File: src/rtl/sfr_pkg.sv
// ----------------------------------------------------------------------------
// sfr_pkg: shared types and constants for the stream find-and-replace block
// Holds the configuration register codes, length widths and the cell types.
// ----------------------------------------------------------------------------
`default_nettype none

package sfr_pkg;

  // Default sizes of the pattern window and the replacement text
  localparam int MAX_PATTERN_BYTES_DEF     = 8;
  localparam int MAX_REPLACEMENT_BYTES_DEF = 8;

  // Field widths of the configuration registers and the text bytes
  localparam int BYTE_W     = 8;
  localparam int LEN_W      = 4;
  localparam int CFG_DATA_W = 64;
  localparam int CFG_IDX_W  = 2;

  // Configuration register indexes
  typedef enum logic [CFG_IDX_W-1:0] {
    REG_PATTERN_BYTES     = 2'd0,
    REG_PATTERN_LEN       = 2'd1,
    REG_REPLACEMENT_BYTES = 2'd2,
    REG_REPLACEMENT_LEN   = 2'd3
  } cfg_reg_t;

  // One queued result of the output chain
  typedef struct packed {
    logic [BYTE_W-1:0] data;
    logic              bvalid;
    logic              last;
  } out_entry_t;

  // Per-cell control of the output chain
  typedef struct packed {
    logic pop;        // head transaction completes this cycle
    logic load;       // new results enter the chain this cycle
    logic from_old;   // cell keeps an older result after the shift
    logic base_zero;  // new results start at the head
  } out_cell_ctrl_t;

  // Control of the window cells
  typedef struct packed {
    logic en;         // an input byte is taken this cycle
    logic shift;      // oldest byte leaves the window
  } win_ctrl_t;

endpackage

`default_nettype wire

File: src/rtl/sfr_in_if.sv
// ----------------------------------------------------------------------------
// sfr_in_if: input byte channel
// Valid/ready channel carrying one text byte and its end-of-text flag.
// ----------------------------------------------------------------------------
`default_nettype none

interface sfr_in_if;
  import sfr_pkg::*;

  logic              valid;
  logic              ready;
  logic [BYTE_W-1:0] in_byte;
  logic              in_last;

  modport source (output valid, output in_byte, output in_last, input ready);
  modport sink   (input valid, input in_byte, input in_last, output ready);
endinterface

`default_nettype wire

File: src/rtl/sfr_out_if.sv
// ----------------------------------------------------------------------------
// sfr_out_if: result byte channel
// Valid/ready channel carrying one output byte, its valid flag and end flag.
// ----------------------------------------------------------------------------
`default_nettype none

interface sfr_out_if;
  import sfr_pkg::*;

  logic              valid;
  logic              ready;
  logic [BYTE_W-1:0] out_byte;
  logic              byte_valid;
  logic              out_last;

  modport source (output valid, output out_byte, output byte_valid, output out_last,
                  input ready);
  modport sink   (input valid, input out_byte, input byte_valid, input out_last,
                  output ready);
endinterface

`default_nettype wire

File: src/rtl/sfr_cfg_if.sv
// ----------------------------------------------------------------------------
// sfr_cfg_if: configuration write channel
// Valid/ready channel carrying a register index and its write data.
// ----------------------------------------------------------------------------
`default_nettype none

interface sfr_cfg_if;
  import sfr_pkg::*;

  logic                  valid;
  logic                  ready;
  logic [CFG_IDX_W-1:0]  index;
  logic [CFG_DATA_W-1:0] data;

  modport source (output valid, output index, output data, input ready);
  modport sink   (input valid, input index, input data, output ready);
endinterface

`default_nettype wire

File: src/rtl/sfr_win_cell.sv
// ----------------------------------------------------------------------------
// sfr_win_cell: one byte slot of the sliding pattern window
// Takes the incoming byte at its fill position, compares against its pattern
// byte and shifts toward the oldest end when the window slides.
// ----------------------------------------------------------------------------
`default_nettype none

module sfr_win_cell #(
  parameter int IDX = 0
) (
  input  wire logic                       clk,
  input  wire sfr_pkg::win_ctrl_t         ctrl,
  input  wire logic [sfr_pkg::LEN_W-1:0]  fill,
  input  wire logic [sfr_pkg::BYTE_W-1:0] in_byte,
  input  wire logic [sfr_pkg::BYTE_W-1:0] pat_byte,
  input  wire logic [sfr_pkg::BYTE_W-1:0] nbr_byte,   // next cell's updated byte
  output logic      [sfr_pkg::BYTE_W-1:0] upd_byte,   // slot value with push applied
  output logic                            eq
);
  import sfr_pkg::*;

  logic [BYTE_W-1:0] byte_r;
  logic [BYTE_W-1:0] byte_nxt;

  // Place the new byte when this slot is the fill position
  assign upd_byte = (fill == LEN_W'(IDX)) ? in_byte : byte_r;
  assign eq       = (upd_byte == pat_byte);

  // Slide toward the oldest end or hold the pushed byte
  always_comb begin
    byte_nxt = byte_r;
    if (ctrl.en) begin
      byte_nxt = ctrl.shift ? nbr_byte : upd_byte;
    end
  end

  always_ff @(posedge clk) begin
    byte_r <= byte_nxt;
  end

endmodule

`default_nettype wire

File: src/rtl/sfr_out_cell.sv
// ----------------------------------------------------------------------------
// sfr_out_cell: one slot of the output result chain
// Shifts toward the head on each completed output transaction and takes a
// new result when the burst of an input byte is appended behind the queue.
// ----------------------------------------------------------------------------
`default_nettype none

module sfr_out_cell (
  input  wire logic                   clk,
  input  wire sfr_pkg::out_cell_ctrl_t ctrl,
  input  wire sfr_pkg::out_entry_t    nbr_q,     // entry of the next cell
  input  wire sfr_pkg::out_entry_t    new_here,  // new result when appended at head
  input  wire sfr_pkg::out_entry_t    new_prev,  // new result when appended one back
  output sfr_pkg::out_entry_t         q
);
  import sfr_pkg::*;

  out_entry_t entry_r;
  out_entry_t entry_nxt;

  // Keep an older result, or take a new one at the append position
  always_comb begin
    entry_nxt = entry_r;
    if (ctrl.from_old) begin
      if (ctrl.pop) begin
        entry_nxt = nbr_q;
      end
    end else if (ctrl.load) begin
      entry_nxt = ctrl.base_zero ? new_here : new_prev;
    end
  end

  always_ff @(posedge clk) begin
    entry_r <= entry_nxt;
  end

  assign q = entry_r;

endmodule

`default_nettype wire

File: src/rtl/stream_find_and_replace_core.sv
// ----------------------------------------------------------------------------
// stream_find_and_replace_core: streaming byte find-and-replace
// Replaces each leftmost non-overlapping pattern occurrence in a byte stream
// with the configured replacement, using a row of window cells and a row of
// output cells.
// ----------------------------------------------------------------------------
// Output: results of an accepted input byte are registered into the output cells,
//   behind any older result still queued.
// Throughput: one byte per cycle while each byte yields at most one result and the
//   output is ready; a byte yielding several results (match or end of text) holds the
//   input until the cell chain, draining one per ready cycle, holds at most one.
// Reset: synchronous active-low rst_n clears the window fill, the output
//   queue and all configuration registers.
// ----------------------------------------------------------------------------
`default_nettype none

module stream_find_and_replace_core #(
  parameter int MAX_PATTERN_BYTES     = sfr_pkg::MAX_PATTERN_BYTES_DEF,
  parameter int MAX_REPLACEMENT_BYTES = sfr_pkg::MAX_REPLACEMENT_BYTES_DEF
) (
  input  wire logic clk,
  input  wire logic rst_n,
  sfr_in_if.sink    in_s,
  sfr_out_if.source out_m,
  sfr_cfg_if.sink   cfg_s
);
  import sfr_pkg::*;

  localparam int MAX_OUT   = (MAX_PATTERN_BYTES > MAX_REPLACEMENT_BYTES) ?
                             MAX_PATTERN_BYTES : MAX_REPLACEMENT_BYTES;
  localparam int OUT_DEPTH = MAX_OUT + 1;
  localparam int CNT_W     = $clog2(OUT_DEPTH + 1);
  localparam int PAT_W     = MAX_PATTERN_BYTES * BYTE_W;
  localparam int REPL_W    = MAX_REPLACEMENT_BYTES * BYTE_W;

  // Configuration registers
  logic [PAT_W-1:0]  pat_r,   pat_nxt;
  logic [LEN_W-1:0]  plen_r,  plen_nxt;
  logic [REPL_W-1:0] repl_r,  repl_nxt;
  logic [LEN_W-1:0]  rlen_r,  rlen_nxt;

  // Window and output queue control
  logic [LEN_W-1:0]  fill_r,  fill_nxt;
  logic [CNT_W-1:0]  cnt_r,   cnt_nxt;

  logic              cfg_wr;
  logic              in_acc;
  logic              pop;
  logic [LEN_W-1:0]  plen_eff;
  logic [LEN_W-1:0]  rlen_eff;
  logic              plen_zero;
  logic              full;
  logic              match;
  logic [LEN_W-1:0]  fill_inc;
  logic [LEN_W-1:0]  n_raw;
  logic [LEN_W-1:0]  n_fin;
  logic [CNT_W-1:0]  base;
  win_ctrl_t         win_ctrl;

  logic [BYTE_W-1:0]           upd [MAX_PATTERN_BYTES];
  logic [MAX_PATTERN_BYTES-1:0] eq;
  logic [BYTE_W-1:0]           upd_pad [MAX_OUT];
  logic [MAX_OUT*BYTE_W-1:0]   repl_pad;
  out_entry_t                  burst [MAX_OUT];
  out_entry_t                  new_ext [OUT_DEPTH+1];
  out_entry_t                  q [OUT_DEPTH];

  // Handshakes
  assign cfg_s.ready = 1'b1;
  assign cfg_wr      = cfg_s.valid;
  assign in_s.ready  = (cnt_r <= CNT_W'(1));
  assign in_acc      = in_s.valid && in_s.ready;
  assign out_m.valid = (cnt_r != '0);
  assign pop         = out_m.valid && out_m.ready;

  // Clamp lengths to the configured maximums
  assign plen_eff  = (plen_r > LEN_W'(MAX_PATTERN_BYTES)) ? LEN_W'(MAX_PATTERN_BYTES) : plen_r;
  assign rlen_eff  = (rlen_r > LEN_W'(MAX_REPLACEMENT_BYTES)) ?
                     LEN_W'(MAX_REPLACEMENT_BYTES) : rlen_r;
  assign plen_zero = (plen_eff == '0);

  // Configuration write decode
  always_comb begin
    pat_nxt  = pat_r;
    plen_nxt = plen_r;
    repl_nxt = repl_r;
    rlen_nxt = rlen_r;
    if (cfg_wr) begin
      unique case (cfg_reg_t'(cfg_s.index))
        REG_PATTERN_BYTES:     pat_nxt  = cfg_s.data[PAT_W-1:0];
        REG_PATTERN_LEN:       plen_nxt = cfg_s.data[LEN_W-1:0];
        REG_REPLACEMENT_BYTES: repl_nxt = cfg_s.data[REPL_W-1:0];
        REG_REPLACEMENT_LEN:   rlen_nxt = cfg_s.data[LEN_W-1:0];
      endcase
    end
  end

  // Window cells
  genvar gi;
  generate
    for (gi = 0; gi < MAX_PATTERN_BYTES; gi++) begin : g_win
      logic [BYTE_W-1:0] nbr;
      if (gi < MAX_PATTERN_BYTES - 1) begin : g_nbr
        assign nbr = upd[gi+1];
      end else begin : g_end
        assign nbr = '0;
      end
      sfr_win_cell #(.IDX(gi)) u_cell (
        .clk      (clk),
        .ctrl     (win_ctrl),
        .fill     (fill_r),
        .in_byte  (in_s.in_byte),
        .pat_byte (pat_r[gi*BYTE_W +: BYTE_W]),
        .nbr_byte (nbr),
        .upd_byte (upd[gi]),
        .eq       (eq[gi])
      );
    end
  endgenerate

  // Match: window full and every slot below the pattern length agrees
  assign fill_inc = fill_r + LEN_W'(1);
  assign full     = !plen_zero && (fill_inc == plen_eff);
  always_comb begin
    match = full;
    for (int i = 0; i < MAX_PATTERN_BYTES; i++) begin
      if ((LEN_W'(i) < plen_eff) && !eq[i]) begin
        match = 1'b0;
      end
    end
  end

  assign win_ctrl.en    = in_acc && !plen_zero;
  assign win_ctrl.shift = full && !match;

  // Count the results of this byte
  always_comb begin
    if (plen_zero) begin
      n_raw = LEN_W'(1);
    end else if (full) begin
      if (match) begin
        n_raw = rlen_eff;
      end else begin
        n_raw = in_s.in_last ? plen_eff : LEN_W'(1);
      end
    end else begin
      n_raw = in_s.in_last ? fill_inc : '0;
    end
    n_fin = (in_s.in_last && (n_raw == '0)) ? LEN_W'(1) : n_raw;
  end

  // Pad the result sources to the burst length
  assign repl_pad = (MAX_OUT*BYTE_W)'(repl_r);
  generate
    for (gi = 0; gi < MAX_OUT; gi++) begin : g_pad
      if (gi < MAX_PATTERN_BYTES) begin : g_w
        assign upd_pad[gi] = upd[gi];
      end else begin : g_z
        assign upd_pad[gi] = '0;
      end
    end
  endgenerate

  // Build the burst: replacement, window contents, the bypassed input byte or the bare end marker
  always_comb begin
    for (int k = 0; k < MAX_OUT; k++) begin
      if (match) begin
        burst[k].data = repl_pad[k*BYTE_W +: BYTE_W];
      end else if (plen_zero) begin
        burst[k].data = (k == 0) ? in_s.in_byte : '0;
      end else begin
        burst[k].data = upd_pad[k];
      end
      burst[k].bvalid = 1'b1;
      burst[k].last   = in_s.in_last && (LEN_W'(k + 1) == n_fin);
    end
    if (n_raw == '0) begin
      burst[0].data   = '0;
      burst[0].bvalid = 1'b0;
    end
  end

  // Window fill
  always_comb begin
    fill_nxt = fill_r;
    if (cfg_wr && (cfg_reg_t'(cfg_s.index) == REG_PATTERN_LEN)) begin
      fill_nxt = '0;
    end else if (win_ctrl.en) begin
      if (match || in_s.in_last) begin
        fill_nxt = '0;
      end else if (full) begin
        fill_nxt = plen_eff - LEN_W'(1);
      end else begin
        fill_nxt = fill_inc;
      end
    end
  end

  // Output chain: append behind the queue after the head shifts
  assign base = cnt_r - CNT_W'(pop);
  always_comb begin
    cnt_nxt = base;
    if (in_acc) begin
      cnt_nxt = base + CNT_W'(n_fin);
    end
  end

  always_comb begin
    for (int k = 0; k <= OUT_DEPTH; k++) begin
      new_ext[k] = '0;
    end
    for (int k = 0; k < MAX_OUT; k++) begin
      new_ext[k+1] = burst[k];
    end
  end

  generate
    for (gi = 0; gi < OUT_DEPTH; gi++) begin : g_out
      out_cell_ctrl_t ctrl;
      out_entry_t     nbr;
      if (gi < OUT_DEPTH - 1) begin : g_nbr
        assign nbr = q[gi+1];
      end else begin : g_end
        assign nbr = '0;
      end
      assign ctrl.pop       = pop;
      assign ctrl.load      = in_acc;
      assign ctrl.from_old  = (CNT_W'(gi) < base);
      assign ctrl.base_zero = (base == '0);
      sfr_out_cell u_cell (
        .clk      (clk),
        .ctrl     (ctrl),
        .nbr_q    (nbr),
        .new_here (new_ext[gi+1]),
        .new_prev (new_ext[gi]),
        .q        (q[gi])
      );
    end
  endgenerate

  // Head of the chain drives the result channel
  assign out_m.out_byte   = q[0].data;
  assign out_m.byte_valid = q[0].bvalid;
  assign out_m.out_last   = q[0].last;

  // Control and configuration registers
  always_ff @(posedge clk) begin
    if (!rst_n) begin
      pat_r  <= '0;
      plen_r <= '0;
      repl_r <= '0;
      rlen_r <= '0;
      fill_r <= '0;
      cnt_r  <= '0;
    end else begin
      pat_r  <= pat_nxt;
      plen_r <= plen_nxt;
      repl_r <= repl_nxt;
      rlen_r <= rlen_nxt;
      fill_r <= fill_nxt;
      cnt_r  <= cnt_nxt;
    end
  end

endmodule

`default_nettype wire
File: src/flat_wrapper.sv
// flat-port wrapper written by rule: the top's interface ports become plain ports
module stream_find_and_replace_core_flat import sfr_pkg::*;
#(
  parameter int MAX_PATTERN_BYTES     = sfr_pkg::MAX_PATTERN_BYTES_DEF,
  parameter int MAX_REPLACEMENT_BYTES = sfr_pkg::MAX_REPLACEMENT_BYTES_DEF
)
  (clk, rst_n, in_s_valid, in_s_in_byte, in_s_in_last, in_s_ready, out_m_valid, out_m_out_byte, out_m_byte_valid, out_m_out_last, out_m_ready, cfg_s_valid, cfg_s_index, cfg_s_data, cfg_s_ready);
  sfr_in_if in_s_i ();
  sfr_out_if out_m_i ();
  sfr_cfg_if cfg_s_i ();
  input  wire logic clk;
  input  wire logic rst_n;
  input wire logic [$bits(in_s_i.valid)-1:0] in_s_valid;
  input wire logic [$bits(in_s_i.in_byte)-1:0] in_s_in_byte;
  input wire logic [$bits(in_s_i.in_last)-1:0] in_s_in_last;
  output wire logic [$bits(in_s_i.ready)-1:0] in_s_ready;
  output wire logic [$bits(out_m_i.valid)-1:0] out_m_valid;
  output wire logic [$bits(out_m_i.out_byte)-1:0] out_m_out_byte;
  output wire logic [$bits(out_m_i.byte_valid)-1:0] out_m_byte_valid;
  output wire logic [$bits(out_m_i.out_last)-1:0] out_m_out_last;
  input wire logic [$bits(out_m_i.ready)-1:0] out_m_ready;
  input wire logic [$bits(cfg_s_i.valid)-1:0] cfg_s_valid;
  input wire logic [$bits(cfg_s_i.index)-1:0] cfg_s_index;
  input wire logic [$bits(cfg_s_i.data)-1:0] cfg_s_data;
  output wire logic [$bits(cfg_s_i.ready)-1:0] cfg_s_ready;
  assign in_s_i.valid = in_s_valid;
  assign in_s_i.in_byte = in_s_in_byte;
  assign in_s_i.in_last = in_s_in_last;
  assign in_s_ready = in_s_i.ready;
  assign out_m_valid = out_m_i.valid;
  assign out_m_out_byte = out_m_i.out_byte;
  assign out_m_byte_valid = out_m_i.byte_valid;
  assign out_m_out_last = out_m_i.out_last;
  assign out_m_i.ready = out_m_ready;
  assign cfg_s_i.valid = cfg_s_valid;
  assign cfg_s_i.index = cfg_s_index;
  assign cfg_s_i.data = cfg_s_data;
  assign cfg_s_ready = cfg_s_i.ready;
  stream_find_and_replace_core #(.MAX_PATTERN_BYTES(MAX_PATTERN_BYTES), .MAX_REPLACEMENT_BYTES(MAX_REPLACEMENT_BYTES)) u_core (.clk(clk), .rst_n(rst_n), .in_s(in_s_i), .out_m(out_m_i), .cfg_s(cfg_s_i));
endmodule
File: config.mk
export PLATFORM = sky130hd
export DESIGN_NAME = stream_find_and_replace_core_flat
export DESIGN_NICKNAME = d
export VERILOG_FILES = /design/src/rtl/sfr_pkg.sv /design/src/rtl/sfr_in_if.sv /design/src/rtl/sfr_out_if.sv /design/src/rtl/sfr_cfg_if.sv /design/src/rtl/sfr_win_cell.sv /design/src/rtl/sfr_out_cell.sv /design/src/rtl/stream_find_and_replace_core.sv /design/src/flat_wrapper.sv
export SDC_FILE = /design/constraint.sdc
export NUM_CORES = 1
export LEC_CHECK = 0
export BUFFER_PORTS_ARGS = -buffer_cell sky130_fd_sc_hd__buf_4
export CAP_MARGIN = 15
export CORE_ASPECT_RATIO = 1.25
export CORE_MARGIN = 4
export CORE_UTILIZATION = 56
export CTS_CLUSTER_SIZE = 8
export DETAILED_ROUTE_END_ITERATION = 6
export GPL_TIMING_DRIVEN = 1
export PLACE_DENSITY = 0.85
export SKIP_CTS_REPAIR_TIMING = 1
export SLEW_MARGIN = 20
export SYNTH_ARGS = -nofsm -noshare
export SYNTH_HDL_FRONTEND = slang
export SYNTH_HIERARCHICAL = 1
export SYNTH_SLANG_ARGS = --single-unit
File: constraint.sdc
create_clock -name clk -period 4.5 [get_ports clk]
set_input_delay 0.45 -clock clk [delete_from_list [all_inputs] [get_ports clk]]
set_output_delay 0.45 -clock clk [all_outputs]
set_load 0.02 [all_outputs]
-- Word level (Yosys, flattened, before mapping)
Cells that the tools add are included.
- output and inout port bits: 13
- word-level logic and storage cells: 252
- bits in registers: 298
- bitwise operators: 1
- reduce and logical (&&, ||, !) cells: 63
- magnitude comparators: 20
- add/subtract/negate cells: 4
- equality and inequality tests: 36
- multiplexer cells: 87
- operators with widths (kind ; count):
    $mux 10 ; 36
    $mux 8 ; 31
    $eq 8x8->1 ; 8
    $mux 4 ; 11
    $lt 3x4->1 const A ; 8
    $reduce_and 2->1 ; 13
    $logic_and 1x1->1 ; 23
    $ne 2x1->1 const B ; 9
    $reduce_bool 2->1 ; 9
    $eq 3x4->1 const A ; 4
    $eq 4x3->1 const B ; 4
    $logic_not 4->1 ; 4
    $lt 1x4->1 const A ; 4
    $lt 2x4->1 const A ; 4
    $logic_not 1->1 ; 10
    $mux 9 ; 1
    $eq 2x4->1 const A ; 2
    $eq 4x2->1 const B ; 2
    $gt 4x4->1 const B ; 2
    $mux 1 ; 8
    $add 4x1->4 const B ; 1
    $add 4x4->4 ; 1
    $eq 1x4->1 const A ; 1
    $eq 2x2->1 const B ; 2
    13 further kinds ; 13

-- Logic depth before layout (Yosys ltp)
Gate-level depths: netlist of run 1.
- word-level depth: 24
- gate-level depth with buffers: 21

-- Cells and area by module
Netlist of run 1, hierarchy kept.
- modules (own cells, without submodules) (module ; cells each ; instances ; area an instance (um^2)):
    stream_find_and_replace_core ; 976 ; 1 ; 7156.9
    sfr_out_cell ; 44 ; 9 ; 520.5
    sfr_win_cell at u_core.g_win[3].u_cell ... ; 61 ; 3 ; 683.2
    sfr_win_cell at u_core.g_win[1].u_cell ... ; 48 ; 3 ; 631.9
    sfr_win_cell at u_core.g_win[7].u_cell ; 72 ; 1 ; 689.4
    sfr_win_cell at u_core.g_win[0].u_cell ; 60 ; 1 ; 678.2

-- Worst setup path after synthesis of run 1
No wires, ideal clock.
- path kind: flip-flop to flip-flop
- from: reg u_core.fill_r[0]
- to: reg u_core.cnt_r[3]
- stages on the path, launching flop included: 17
- arrival: 4.295 ns
- data required time: 4.365 ns
- period minus slack after synthesis: 4.430 ns
- slack: 0.070 ns
- path buffers: 0
- path through: dfxtp_1 nor4b_4 mux2_4 o22ai_2 a21oi_2 or3_1 a32o_2 nand3_2 mux2_2 a211oi_4 o31ai_1 ha_1 a21o_1 a21o_1 and4_1 o311ai_0 o41ai_1
- RTL lines (item ; RTL line ; RTL):
    start: declaration ; stream_find_and_replace_core.sv:43 ; logic [LEN_W-1:0] fill_r, fill_nxt;
    start signal: assignment ; stream_find_and_replace_core.sv:260 ; fill_r <= fill_nxt;
    $eq 4x1->1 (*) ; sfr_win_cell.sv:26 ; assign upd_byte = (fill == LEN_W'(IDX)) ? in_byte : byte_r;
    $mux 8 (*) ; sfr_win_cell.sv:26 ;
    via u_core.g_win[0].nbr[2] ; stream_find_and_replace_core.sv:102 ; logic [BYTE_W-1:0] nbr;
    $eq 8x8->1 (*) ; sfr_win_cell.sv:27 ; assign eq = (upd_byte == pat_byte);
    via u_core.eq[1] ; stream_find_and_replace_core.sv:61 ; logic [MAX_PATTERN_BYTES-1:0] eq;
    $logic_not 1->1 (*) ; stream_find_and_replace_core.sv:127 ; if ((LEN_W'(i) < plen_eff) && !eq[i]) begin
    $logic_and 1x1->1 (*) ; stream_find_and_replace_core.sv:127 ;
    $mux 1 (*) (7 in a row) ; stream_find_and_replace_core.sv:127 ;
    $mux 4 (*) ; stream_find_and_replace_core.sv:141 ; if (match) begin
    $mux 4 (*) ; stream_find_and_replace_core.sv:140 ; end else if (full) begin
    $mux 4 (*) ; stream_find_and_replace_core.sv:138 ; if (plen_zero) begin
    $logic_not 4->1 ; stream_find_and_replace_core.sv:149 ; n_fin = (in_s.in_last && (n_raw == '0)) ? LEN_W'(1) : n_raw;
    $logic_and 1x1->1 ; stream_find_and_replace_core.sv:149 ;
    $mux 4 (*) ; stream_find_and_replace_core.sv:149 ;
    $add 4x4->4 (*) ; stream_find_and_replace_core.sv:204 ; cnt_nxt = base + CNT_W'(n_fin);
    $mux 4 (*) ; stream_find_and_replace_core.sv:203 ; if (in_acc) begin
    end signal: assignment ; stream_find_and_replace_core.sv:261 ; cnt_r <= cnt_nxt;
    end: declaration ; stream_find_and_replace_core.sv:44 ; logic [CNT_W-1:0] cnt_r, cnt_nxt;
The timed path passes the listed nets; every way through them passes the cells marked *.
A chain may end at the register's enable or synchronous reset.

-- Worst setup path in the final report of run 1
- from: reg u_core.fill_r[2]
- to: reg u_core.cnt_r[3]
Same word-level chain as after synthesis.

==> reports/metrics.cfg, run 1 <==
[sta]
fin_crit_ns=4.32
setup_tns_ns=0
finClkSkew_ns=0.0183
least_margin_pin_slew_ns=0.921
final_slew_violations=0
finalHoldViolations=0
slew-limit-headroom_pct=38.4
min_period_over_period_pct=96.1
setup_viol=0
fmax_ghz=0.231

[yosys]
synth_async_sr_flop_share_pct=0
synth_largest_area_cell=sky130_fd_sc_hd__edfxtp_1
yosysWarningCount=6
seq_area_frac_synth_pct=43.8
synth_cell_types=86
flip_flop_cell_with_the_highest_count_after_synthesis=sky130_fd_sc_hd__edfxtp_1
postSynthCellCount=1831
post_synth.cell_area_avg_um2=9.37
synth.area.top_cells=sky130_fd_sc_hd__edfxtp_1 27%, sky130_fd_sc_hd__dfxtp_1 17%, sky130_fd_sc_hd__nand2_1 12%, sky130_fd_sc_hd__mux2_2 7.4%, sky130_fd_sc_hd__mux2i_1 5.8%
count_of_flip_flops_with_a_built_in_enable_after_synthesis=154
yosys.area.top_type_share_pct=27.0
synth_area_mm2=0.0172
ys_ff_latch=298

[drt]
drtIter0Drc=1259
vias_post_dr=14300
wirelength_um=49700
remaining_drc_errors=0
post_drt_wl_per_cell_um=20.3
avgViaCountPerCell=5.83
antenna_left=0
drt_pre_antenna_iters=6

[power]
total_power_per_unit_cell_area_mw_per_mm2=539
p_int_mw=7.07
irDropWorstVdd_mv=0.523
static-leakage-power_nw=7.46
power_switching_share_pct=34.7
power_mw=10.8
net-switching-power_mw=3.76
clock_power_share_pct=27.4
pwr-share-seq_pct=37.2
power.share.combinational_pct=35.3

[hold_path]
hold_path.class=input port to flop

[setup_path]
worst-r2r-setup-slack_ns=0.18
worst-endpoint-required_ns=4.91
critical-path-top-cell-by-count=sky130_fd_sc_hd__buf_4
critPathSlowestCell=sky130_fd_sc_hd__mux2_2
timing.critical_path.cells=buf_4 > nor4b_4 > buf_4 > mux2_4 > o22ai_2 > a21oi_2 > or3_1 > a32o_2 > nand3_2 > buf_4 > mux2_2 > a211oi_4 > o31ai_1 > ha_1 > a21o_1 > a21o_1 > and4_1 > o311ai_1 > o41ai_1
cp_top_family=compound AO/OA/AOI/OAI gates
critPathCaptureType=flop
arrival_ns=4.73
crit_buf_inv=3
cp-start-kind=flop
worst-path-max-fanout=5
crit_type=flop to flop
cpPeakStageDelay_ns=0.36

[cells_and_area]
finish.instance_area_mm2=0.0201
multi_input_area_mm2=0.00907
number_of_nets_in_the_finished_design=2108
layout-area-overhead-vs-synth_pct=17.2
num-fill-cells=2413
final_common_cell=sky130_fd_sc_hd__nand2_1
layout_common_cells=526 x sky130_fd_sc_hd__nand2_1, 194 x sky130_fd_sc_hd__buf_4, 154 x sky130_fd_sc_hd__edfxtp_1
post_route_cells_drive_above_1_share_pct=20.8
layout.area.seq_mm2=0.00751
layout.core_utilization_pct=66.5

[clock_tree]
post_cts_clock_slew_at_the_launch_and_capture_registers_of_the_worst_setup_and_hold_paths_ns=0.06
clkSinkCount=298
latest_clock_arrival_within_the_worst_skew_pair_ns=0.54
max-clock-path-buffers=3
cts_made_buffers=43
cts.htree.levels=2
clock_tree_from_tritoncts=done
clock_tree.root_cell=sky130_fd_sc_hd__clkbuf_16

[placed_design]
port-buffer-count=91
placement.cell_area_mm2=0.0188
gpl.final_weighted_congestion=1.00
detailed_placement_hpwl_um=35400

[global_route]
number_of_global_route_vias_before_repair=14300
antenna_found_initial=0
grt_pass1_wl_um=76800
grt_max_degree=103
globalRouteOverflowTotal=0
gr-usage-all-layers_pct=29.3

[die]
floorplan.die_area_mm2=0.0335
floorplan.io_pins=93
floorplan.initialDensity_pct=56.8
core-area_mm2=0.0302
chipWidth_um=165
die_height_um=204
core.rowCount=71

[run]
max_cap_viol_count=0

[run_status]
status=complete, no violations

[sequential cells by signal, indices dropped and copies added (netlist names)]
name / cells
u_core/pat_r: 64
u_core/rlen_r: 4
u_core/g_win.u_cell/byte_r: 64
u_core/cnt_r: 4
u_core/plen_r: 4
u_core/g_out.u_cell/q: 90
u_core/repl_pad: 64
u_core/fill_r: 4
[Yosys cell counts (4+ instances only)]
cell                        number
sky130_fd_sc_hd__nand2b_1        6
sky130_fd_sc_hd__mux2_2        113
sky130_fd_sc_hd__o21ai_1        93
sky130_fd_sc_hd__mux2_4          6
sky130_fd_sc_hd__and3_1          4
sky130_fd_sc_hd__mux2i_1       100
sky130_fd_sc_hd__a221o_1         4
sky130_fd_sc_hd__nand3_1         6
sky130_fd_sc_hd__o21ai_0        70
sky130_fd_sc_hd__buf_2          22
sky130_fd_sc_hd__nor3_1         16
sky130_fd_sc_hd__a211oi_2        7
sky130_fd_sc_hd__nor2b_1        13
sky130_fd_sc_hd__a21boi_0      128
sky130_fd_sc_hd__o211ai_1        4
sky130_fd_sc_hd__o221ai_1        9
sky130_fd_sc_hd__xor2_1         59
sky130_fd_sc_hd__buf_6          15
sky130_fd_sc_hd__buf_1           9
sky130_fd_sc_hd__xnor2_1        17
sky130_fd_sc_hd__a22oi_1         6
sky130_fd_sc_hd__o2bb2ai_1       7
sky130_fd_sc_hd__a221oi_1       11
sky130_fd_sc_hd__dfxtp_1       144
sky130_fd_sc_hd__nand4_1         8
sky130_fd_sc_hd__ha_1           10
sky130_fd_sc_hd__inv_1          51
sky130_fd_sc_hd__clkbuf_1       60
sky130_fd_sc_hd__nor4_1          8
sky130_fd_sc_hd__nand2_1       527
sky130_fd_sc_hd__edfxtp_1      154
sky130_fd_sc_hd__nor2_1         25
sky130_fd_sc_hd__a21oi_1        34
[worst reg2reg max path: cells and delay by family, from the launching register on]
family	cells	cell delay (ns)
compound gates	9	1.55
fa+ha+maj	1	0.22
buf+inv	3	0.49
flops	1	0.33
mux	2	0.69
simple gates	4	0.91
[final cells by class]
class	count	area share, %
timing repair buffer	201	7.90
tap	401	2.50
antenna	1	0.0124
sequential	298	37.3
multi-input combinational	1418	45.1
clock inverter	4	0.162
inverter	55	1.04
clock buffer	74	5.93
[cell families after synthesis]
| group | share of synthesized area [%] |
|---|---|
| compound gates | 16.7 |
| xor+xnor | 3.98 |
| fa+ha+maj | 0.846 |
| buf+inv | 4.78 |
| flops | 43.8 |
| mux | 13.8 |
| other cells | 0.0438 |
| simple gates | 16.1 |
[per-stage QoR]
stage,cells,setup slack (ns),hold slack (ns)
finish,2452,0.176,0.181
floorplan,1882,0.0698,0.443
CTS,2448,0.0373,0.162
global placement,2370,0.175,0.450
detailed placement,2370,0.0625,0.459
global route,2451,-0.00529,0.174
[path summary, 6_finish.rpt]
path / from / end / cells after the start
max: u_core/fill_r[2] / u_core/cnt_r[3] / 19
max reg2reg: u_core/fill_r[2] / u_core/cnt_r[3] / 19
min reg2reg: u_core/repl_pad[29] / u_core/repl_pad[29] / 2
min: cfg_s_data[26] / u_core/pat_r[26] / 3
[layer usage]
metal | routed length, um | track usage (%) | part of all wire [%] | up-vias
li1 | - | - | - | 6719
met2 | 24000 | 49.1 | 48 | 521
met5 | 0 | 0 | 0 | -
met4 | 3600 | 18.7 | 7.2 | 0
met3 | 2660 | 3.62 | 5.4 | 154
met1 | 19400 | 35.3 | 39 | 6890
[power by group through the flow]
stage | clock (mW) | sequential [mW] | combinational (mW)
final | 2.97 | 4.03 | 3.83
after global routing | 3.14 | 4.08 | 4.21
after CTS | 3.01 | 4.04 | 3.81
after detailed placement | 0 | 4.08 | 3.78
after global placement | 0 | 4.06 | 3.65
after floorplan | 0 | 4.08 | 2.91
Power figures use the tool's default switching activity.
==> run 2: changes to the inputs <==
--- a/config.mk
+++ b/config.mk
@@ -9,11 +9,12 @@
 export CAP_MARGIN = 15
 export CORE_ASPECT_RATIO = 1.25
 export CORE_MARGIN = 4
-export CORE_UTILIZATION = 56
+export CORE_UTILIZATION = 58
+export CTS_BUF_LIST = sky130_fd_sc_hd__clkbuf_8
 export CTS_CLUSTER_SIZE = 8
 export DETAILED_ROUTE_END_ITERATION = 6
 export GPL_TIMING_DRIVEN = 1
-export PLACE_DENSITY = 0.85
+export PLACE_DENSITY = 0.87
 export SKIP_CTS_REPAIR_TIMING = 1
 export SLEW_MARGIN = 20
 export SYNTH_ARGS = -nofsm -noshare
==> reports/metrics.cfg, run 2 (synthesized netlist as in run 1, its figures left out) <==
[placed_design]
gpl.final_weighted_congestion=1.00
port-buffer-count=91
dpl.cell_count=2342
detailed_placement_hpwl_um=34400
dp_worst_setup_slack_ns=0.115

[drt]
wl_met3_um=2860
met2_wirelength_um=23200
avgViaCountPerCell=5.82
highest_layer=met4
drt_pre_antenna_iters=7
remaining_drc_errors=0
post_drt_wl_per_cell_um=19.8
drtIter0Drc=1212
antenna_left=0
wirelength_um=48000
wl_met1_um=18800
vias_post_dr=14100

[setup_path]
worst-r2r-setup-slack_ns=0.13
reg2reg_to=u_core/g_out[6].u_cell/q[7]
arrival_ns=4.70
timing.critical_path.cells=and4bb_2 > buf_4 > a2111oi_4 > o21ai_1 > a211oi_2 > o21bai_1 > a32o_2 > nand3_2 > buf_4 > nor3_4 > buf_4 > o21ai_0 > mux2i_1 > o21ai_1
cp_top_family=compound AO/OA/AOI/OAI gates
worst-path-max-fanout=71
cpPeakStageDelay_ns=0.58
cp.depth=14
cp-start-kind=flop
worst-endpoint-required_ns=4.83
worstReg2RegStart=u_core/fill_r[3]
crit_buf_inv=3
crit_type=flop to flop
reg2regPathDepth=14
critPathCaptureType=flop
critPathSlowestCell=sky130_fd_sc_hd__buf_4
critical-path-top-cell-by-count=sky130_fd_sc_hd__buf_4

[power]
power_switching_share_pct=36.2
power.share.combinational_pct=38.0
net-switching-power_mw=3.62
pwr-share-seq_pct=40.3
irDropWorstVdd_mv=0.461
power_mw=9.99
total_power_per_unit_cell_area_mw_per_mm2=511
clock_power_share_pct=21.7
p_int_mw=6.37
static-leakage-power_nw=7.31

[sta]
setup_viol=0
final_slew_violations=0
setup_tns_ns=0
worst_slack_ns=0.133
slew-limit-headroom_pct=35.6
finalHoldViolations=0
finClkSkew_ns=0.0347
least_margin_pin_slew_ns=0.965
fmax_ghz=0.229
fin_crit_ns=4.37
min_period_over_period_pct=97.1
rsz0062_at_grt=no

[die]
floorplan.io_pins=93
die_height_um=200
chipWidth_um=162
floorplan.die_area_mm2=0.0324
floorplan.initialDensity_pct=58.6
core-area_mm2=0.0293
core.rowCount=70

[global_route]
globalRouteOverflowTotal=0
number_of_global_route_vias_before_repair=14200
grt_max_degree=143
antenna_found_initial=0
grt_pass1_wl_um=75200
gr-usage-all-layers_pct=29.0

[clock_tree]
post_cts_clock_slew_at_the_launch_and_capture_registers_of_the_worst_setup_and_hold_paths_ns=0.07
clock_tree.root_cell=sky130_fd_sc_hd__clkbuf_8
clkSinkCount=298
max-clock-path-buffers=3
cts_made_buffers=48
clock_tree_from_tritoncts=done
cts.htree.levels=2
latest_clock_arrival_within_the_worst_skew_pair_ns=0.61

[cells_and_area]
number_of_nets_in_the_finished_design=2088
post_route_cells_drive_above_1_share_pct=20.4
layout_common_cells=526 x sky130_fd_sc_hd__nand2_1, 172 x sky130_fd_sc_hd__buf_4, 154 x sky130_fd_sc_hd__edfxtp_1
largest_register_ffs=90
layout.core_utilization_pct=66.8
layout-area-overhead-vs-synth_pct=14.0
final_common_cell=sky130_fd_sc_hd__nand2_1
antenna_cells_inserted=0
finish.cell_count_without_fillers=2430
num-fill-cells=2361

[hold_path]
holdCritStartpoint=cfg_s_data[49]
hold_ep=u_core/repl_pad[49]
hold_path.class=input port to flop
worstHoldPathCells=3

[run_status]
status=complete, no violations

[run]
max_cap_viol_count=0

==> run 2: cell count changes in the layout (fill, tap and decap cells not counted), moves of 2 or more <==
cell | before | now
sky130_fd_sc_hd__buf_12 | 6 | 3
sky130_fd_sc_hd__buf_4 | 194 | 172
sky130_fd_sc_hd__clkbuf_1 | 31 | 0
sky130_fd_sc_hd__clkbuf_16 | 43 | 0
sky130_fd_sc_hd__clkbuf_8 | 0 | 55
sky130_fd_sc_hd__clkinvlp_4 | 0 | 2
sky130_fd_sc_hd__inv_1 | 49 | 77
sky130_fd_sc_hd__inv_6 | 3 | 0
sky130_fd_sc_hd__o21ai_2 | 3 | 1
sky130_fd_sc_hd__o21ai_4 | 1 | 3
==> run 2: per-stage QoR <==
| stage | cell area [um2] | hold WS (ns) |
|---|---|---|
| global placement | 18600 | 0.454 |
| floorplan | 17300 | 0.443 |
| detailed placement | 18600 | 0.462 |
| finish | 19500 | 0.114 |
| CTS | 19500 | 0.0947 |
| global route | 19500 | 0.115 |
==> run 2: final cells by class <==
| type | count | area, um2 | area share [%] |
|---|---|---|---|
| well taps | 396 | 495 | 2.53 |
| flip-flops and latches | 298 | 7510 | 38.4 |
| multi-input cells | 1418 | 9080 | 46.5 |
| clock buffers | 55 | 757 | 3.87 |
| inverters | 55 | 209 | 1.07 |
| clock inverters | 32 | 134 | 0.685 |
| repair buffers | 176 | 1360 | 6.97 |
==> run 2: how the worst max path moves through the flow <==
stage,start,end,slack [ns]
3_3_place_gp,u_core/fill_r[3],u_core/cnt_r[2],0.18
6_report,u_core/fill_r[3],u_core/g_out[6].u_cell/q[7],0.13
2_1_floorplan,u_core/fill_r[0],u_core/cnt_r[3],0.07
4_1_cts,u_core/fill_r[3],u_core/cnt_r[3],0.05
5_1_grt,u_core/fill_r[3],u_core/cnt_r[2],0.03
3_5_place_dp,in_s_in_byte[1],u_core/cnt_r[3],0.12
==> run 2: metal layers <==
| layer | up-vias | track usage [%] |
|---|---|---|
| li1 | 6681 | - |
| met4 | 0 | 18.6 |
| met1 | 6719 | 35.5 |
| met3 | 139 | 3.95 |
| met2 | 601 | 47.9 |
| met5 | - | 0 |
==> run 2: tightest hold or removal path, cell delays in order <==
cell	delay (ns)
sky130_fd_sc_hd__buf_4	0.11
sky130_fd_sc_hd__nand2_1	0.04
sky130_fd_sc_hd__a21boi_0	0.06
==> run 2: power groups by stage <==
stage	combinational (mW)	sequential, mW	clock (mW)
floorplan	2.91	4.08	0
global placement	3.63	4.05	0
detailed placement	3.74	4.08	0
CTS	3.77	4.03	2.21
global route	4.20	4.07	2.33
finish	3.79	4.03	2.17
==> run 3: changes to the inputs <==
--- a/config.mk
+++ b/config.mk
@@ -19,5 +19,4 @@
 export SLEW_MARGIN = 20
 export SYNTH_ARGS = -nofsm -noshare
 export SYNTH_HDL_FRONTEND = slang
-export SYNTH_HIERARCHICAL = 1
 export SYNTH_SLANG_ARGS = --single-unit
==> reports/metrics.cfg, run 3 <==
[die]
chipWidth_um=160
core.rowCount=69
core-area_mm2=0.0285
die_height_um=198
floorplan.io_pins=93
floorplan.initialDensity_pct=59.0
floorplan.die_area_mm2=0.0318

[setup_path]
worst-path-max-fanout=7
critPathCaptureType=flop
arrival_ns=4.74
crit_type=flop to flop
cp-start-kind=flop
worst-endpoint-required_ns=4.99

[drt]
remaining_drc_errors=0
drtIter0Drc=1818
post_drt_wl_per_cell_um=22.4
antenna_left=0
vias_post_dr=15100
wirelength_um=53000
avgViaCountPerCell=6.42
drt_pre_antenna_iters=7

[sta]
fmax_ghz=0.235
min_period_over_period_pct=94.6
setup_tns_ns=0
finClkSkew_ns=0.0317
final_slew_violations=0
fin_crit_ns=4.26
whs_ns=0.107
finalHoldViolations=0
least_margin_pin_slew_ns=1.07
worst_slack_ns=0.243
setup_viol=0
slew-limit-headroom_pct=28.4

[global_route]
gr-usage-all-layers_pct=32.3
number_of_global_route_vias_before_repair=14600
grt_max_degree=80
grt_pass1_wl_um=80100
globalRouteOverflowTotal=0
antenna_found_initial=0

[clock_tree]
latest_clock_arrival_within_the_worst_skew_pair_ns=0.61
post_cts_clock_slew_at_the_launch_and_capture_registers_of_the_worst_setup_and_hold_paths_ns=0.06
clkSinkCount=298
clock_tree.root_cell=sky130_fd_sc_hd__clkbuf_8
max-clock-path-buffers=3
clock_tree_from_tritoncts=done
cts.htree.levels=2
cts_made_buffers=49

[yosys]
flip_flop_cell_with_the_highest_count_after_synthesis=sky130_fd_sc_hd__edfxtp_1
synth.area.top_cells=sky130_fd_sc_hd__edfxtp_1 28%, sky130_fd_sc_hd__dfxtp_1 17%, sky130_fd_sc_hd__nand2_1 9.1%, sky130_fd_sc_hd__mux2i_1 7.4%, sky130_fd_sc_hd__a21boi_0 5.8%
synth_area_mm2=0.0168
ys_ff_latch=298
post_synth_fa_ha_maj_area_fraction_pct=1.09
synth_largest_area_cell=sky130_fd_sc_hd__edfxtp_1
synth_xor_xnor_area_share_pct=2.14
muxShareOfSynthArea_pct=10.7
yosys.area.top_type_share_pct=27.5
synth_nets=1932
synth_cell_types=85
count_of_flip_flops_with_a_built_in_enable_after_synthesis=154
synth_top_family_by_area=compound AO/OA/AOI/OAI gates
yosysWarningCount=0
synth_common_cells=405 x sky130_fd_sc_hd__nand2_1, 154 x sky130_fd_sc_hd__edfxtp_1, 144 x sky130_fd_sc_hd__dfxtp_1, 129 x sky130_fd_sc_hd__a21boi_0, 126 x sky130_fd_sc_hd__nor2_1
synth_async_sr_flop_share_pct=0
synth_compound_area_share_pct=19.8
postSynthCellCount=1838
seq_area_frac_synth_pct=44.7
post_synth.cell_area_avg_um2=9.14
synth_simple_gate_area_share_pct=16.7
synth_most_common_cell=sky130_fd_sc_hd__nand2_1

[cells_and_area]
final_common_cell=sky130_fd_sc_hd__nand2_1
layout_common_cells=405 x sky130_fd_sc_hd__nand2_1, 198 x sky130_fd_sc_hd__buf_4, 154 x sky130_fd_sc_hd__edfxtp_1
num-fill-cells=2152
post_route_cells_drive_above_1_share_pct=19.0
layout-area-overhead-vs-synth_pct=15.1
antenna_cells_inserted=0
finish.instance_area_mm2=0.0193
largest_register_ffs=90
number_of_nets_in_the_finished_design=2063

[power]
total_power_per_unit_cell_area_mw_per_mm2=509
static-leakage-power_nw=7.10
irDropWorstVdd_mv=0.566

[run]
max_cap_viol_count=0

[placed_design]
detailed_placement_hpwl_um=38500
port-buffer-count=91
placement.cell_area_mm2=0.0182
gpl.final_weighted_congestion=1.03
dp_worst_setup_slack_ns=0.00435

[run_status]
status=complete, no violations

[hold_path]
hold_path.class=input port to flop

run 3: cell count changes after synthesis, moves of 24 or more:
cell	change
sky130_fd_sc_hd__nand2_1	-122
sky130_fd_sc_hd__a21oi_1	+64
sky130_fd_sc_hd__o21ai_1	-75
sky130_fd_sc_hd__mux2_2	-65
sky130_fd_sc_hd__nor2_1	+101
sky130_fd_sc_hd__clkbuf_1	+32
sky130_fd_sc_hd__mux2i_1	+24
sky130_fd_sc_hd__xor2_1	-43
run 3: through the flow:
stage | std cells | total power [mW] | util [%]
final | 2360 | 9.85 | 67.9
after global routing | 2360 | 10.4 | 67.9
after CTS | 2351 | 9.81 | 67.4
after detailed placement | 2264 | 7.48 | 64.0
after global placement | 2264 | 7.33 | 64.0
after floorplan | 1838 | 6.41 | -
run 3: final timing paths:
path	from	cells past startpoint	end	slack, ns
setup / recovery	u_core.fill_r[0]	19	u_core.cnt_r[3]	0.24
hold / removal	cfg_s_data[48]	3	u_core.repl_pad[48]	0.11
setup reg to reg	u_core.fill_r[0]	19	u_core.cnt_r[3]	0.24
hold reg to reg	u_core.repl_pad[40]	2	u_core.repl_pad[40]	0.47
run 3: layer usage:
metal,vias to the layer above,global-route usage [%],part of all wire (%)
met5,-,0,0
met3,279,5.33,9.1
met2,993,53.5,46
met1,7055,37.4,35
met4,0,25.1,9.6
li1,6819,-,-
run 3: final cells by class:
class                           count  area, um2  area share [%]
Clock inverter                     29        168           0.867
Inverter                           60        225            1.16
Tap cell                          355        444            2.30
Multi-Input combinational cell   1354       8560            44.3
Sequential cell                   298       7510            38.8
Timing Repair Buffer              206       1630            8.43
Clock buffer                       58        798            4.13
run 3: power breakdown:
group          switching, mW  internal (mW)
logic                   2.14           1.34
registers              0.223           3.79
clock network           1.12           1.23
run 3: cells by family (layout without fill, tap and decap cells):
family                   count (synthesis)  after routing
AND/OR/NAND/NOR                        649            649
AO/OA/AOI/OAI                          476            476
flip-flops                             298            298
buffers and inverters                  186            353
multiplexers                           173            173
XOR/XNOR                                41             41
adder cells (fa/ha/maj)                 14             14
other                                    1              1
run 3: critical path, stage by stage (launching register included):
cell and delay (ns):
sky130_fd_sc_hd__dfxtp_2 0.35, sky130_fd_sc_hd__inv_2 0.08, sky130_fd_sc_hd__ha_1 0.17, sky130_fd_sc_hd__nor3b_4 0.21, sky130_fd_sc_hd__buf_6 0.16, sky130_fd_sc_hd__buf_4 0.16
sky130_fd_sc_hd__mux2i_1 0.19, sky130_fd_sc_hd__o221ai_1 0.14, sky130_fd_sc_hd__nor4_2 0.28, sky130_fd_sc_hd__nand4_1 0.24, sky130_fd_sc_hd__a221oi_2 0.38, sky130_fd_sc_hd__o2111ai_4 0.26
sky130_fd_sc_hd__o31a_1 0.32, sky130_fd_sc_hd__o21ai_0 0.17, sky130_fd_sc_hd__ha_1 0.19, sky130_fd_sc_hd__a21o_1 0.13, sky130_fd_sc_hd__a21oi_2 0.06, sky130_fd_sc_hd__xnor2_1 0.13
sky130_fd_sc_hd__or3_1 0.31, sky130_fd_sc_hd__and3_1 0.18
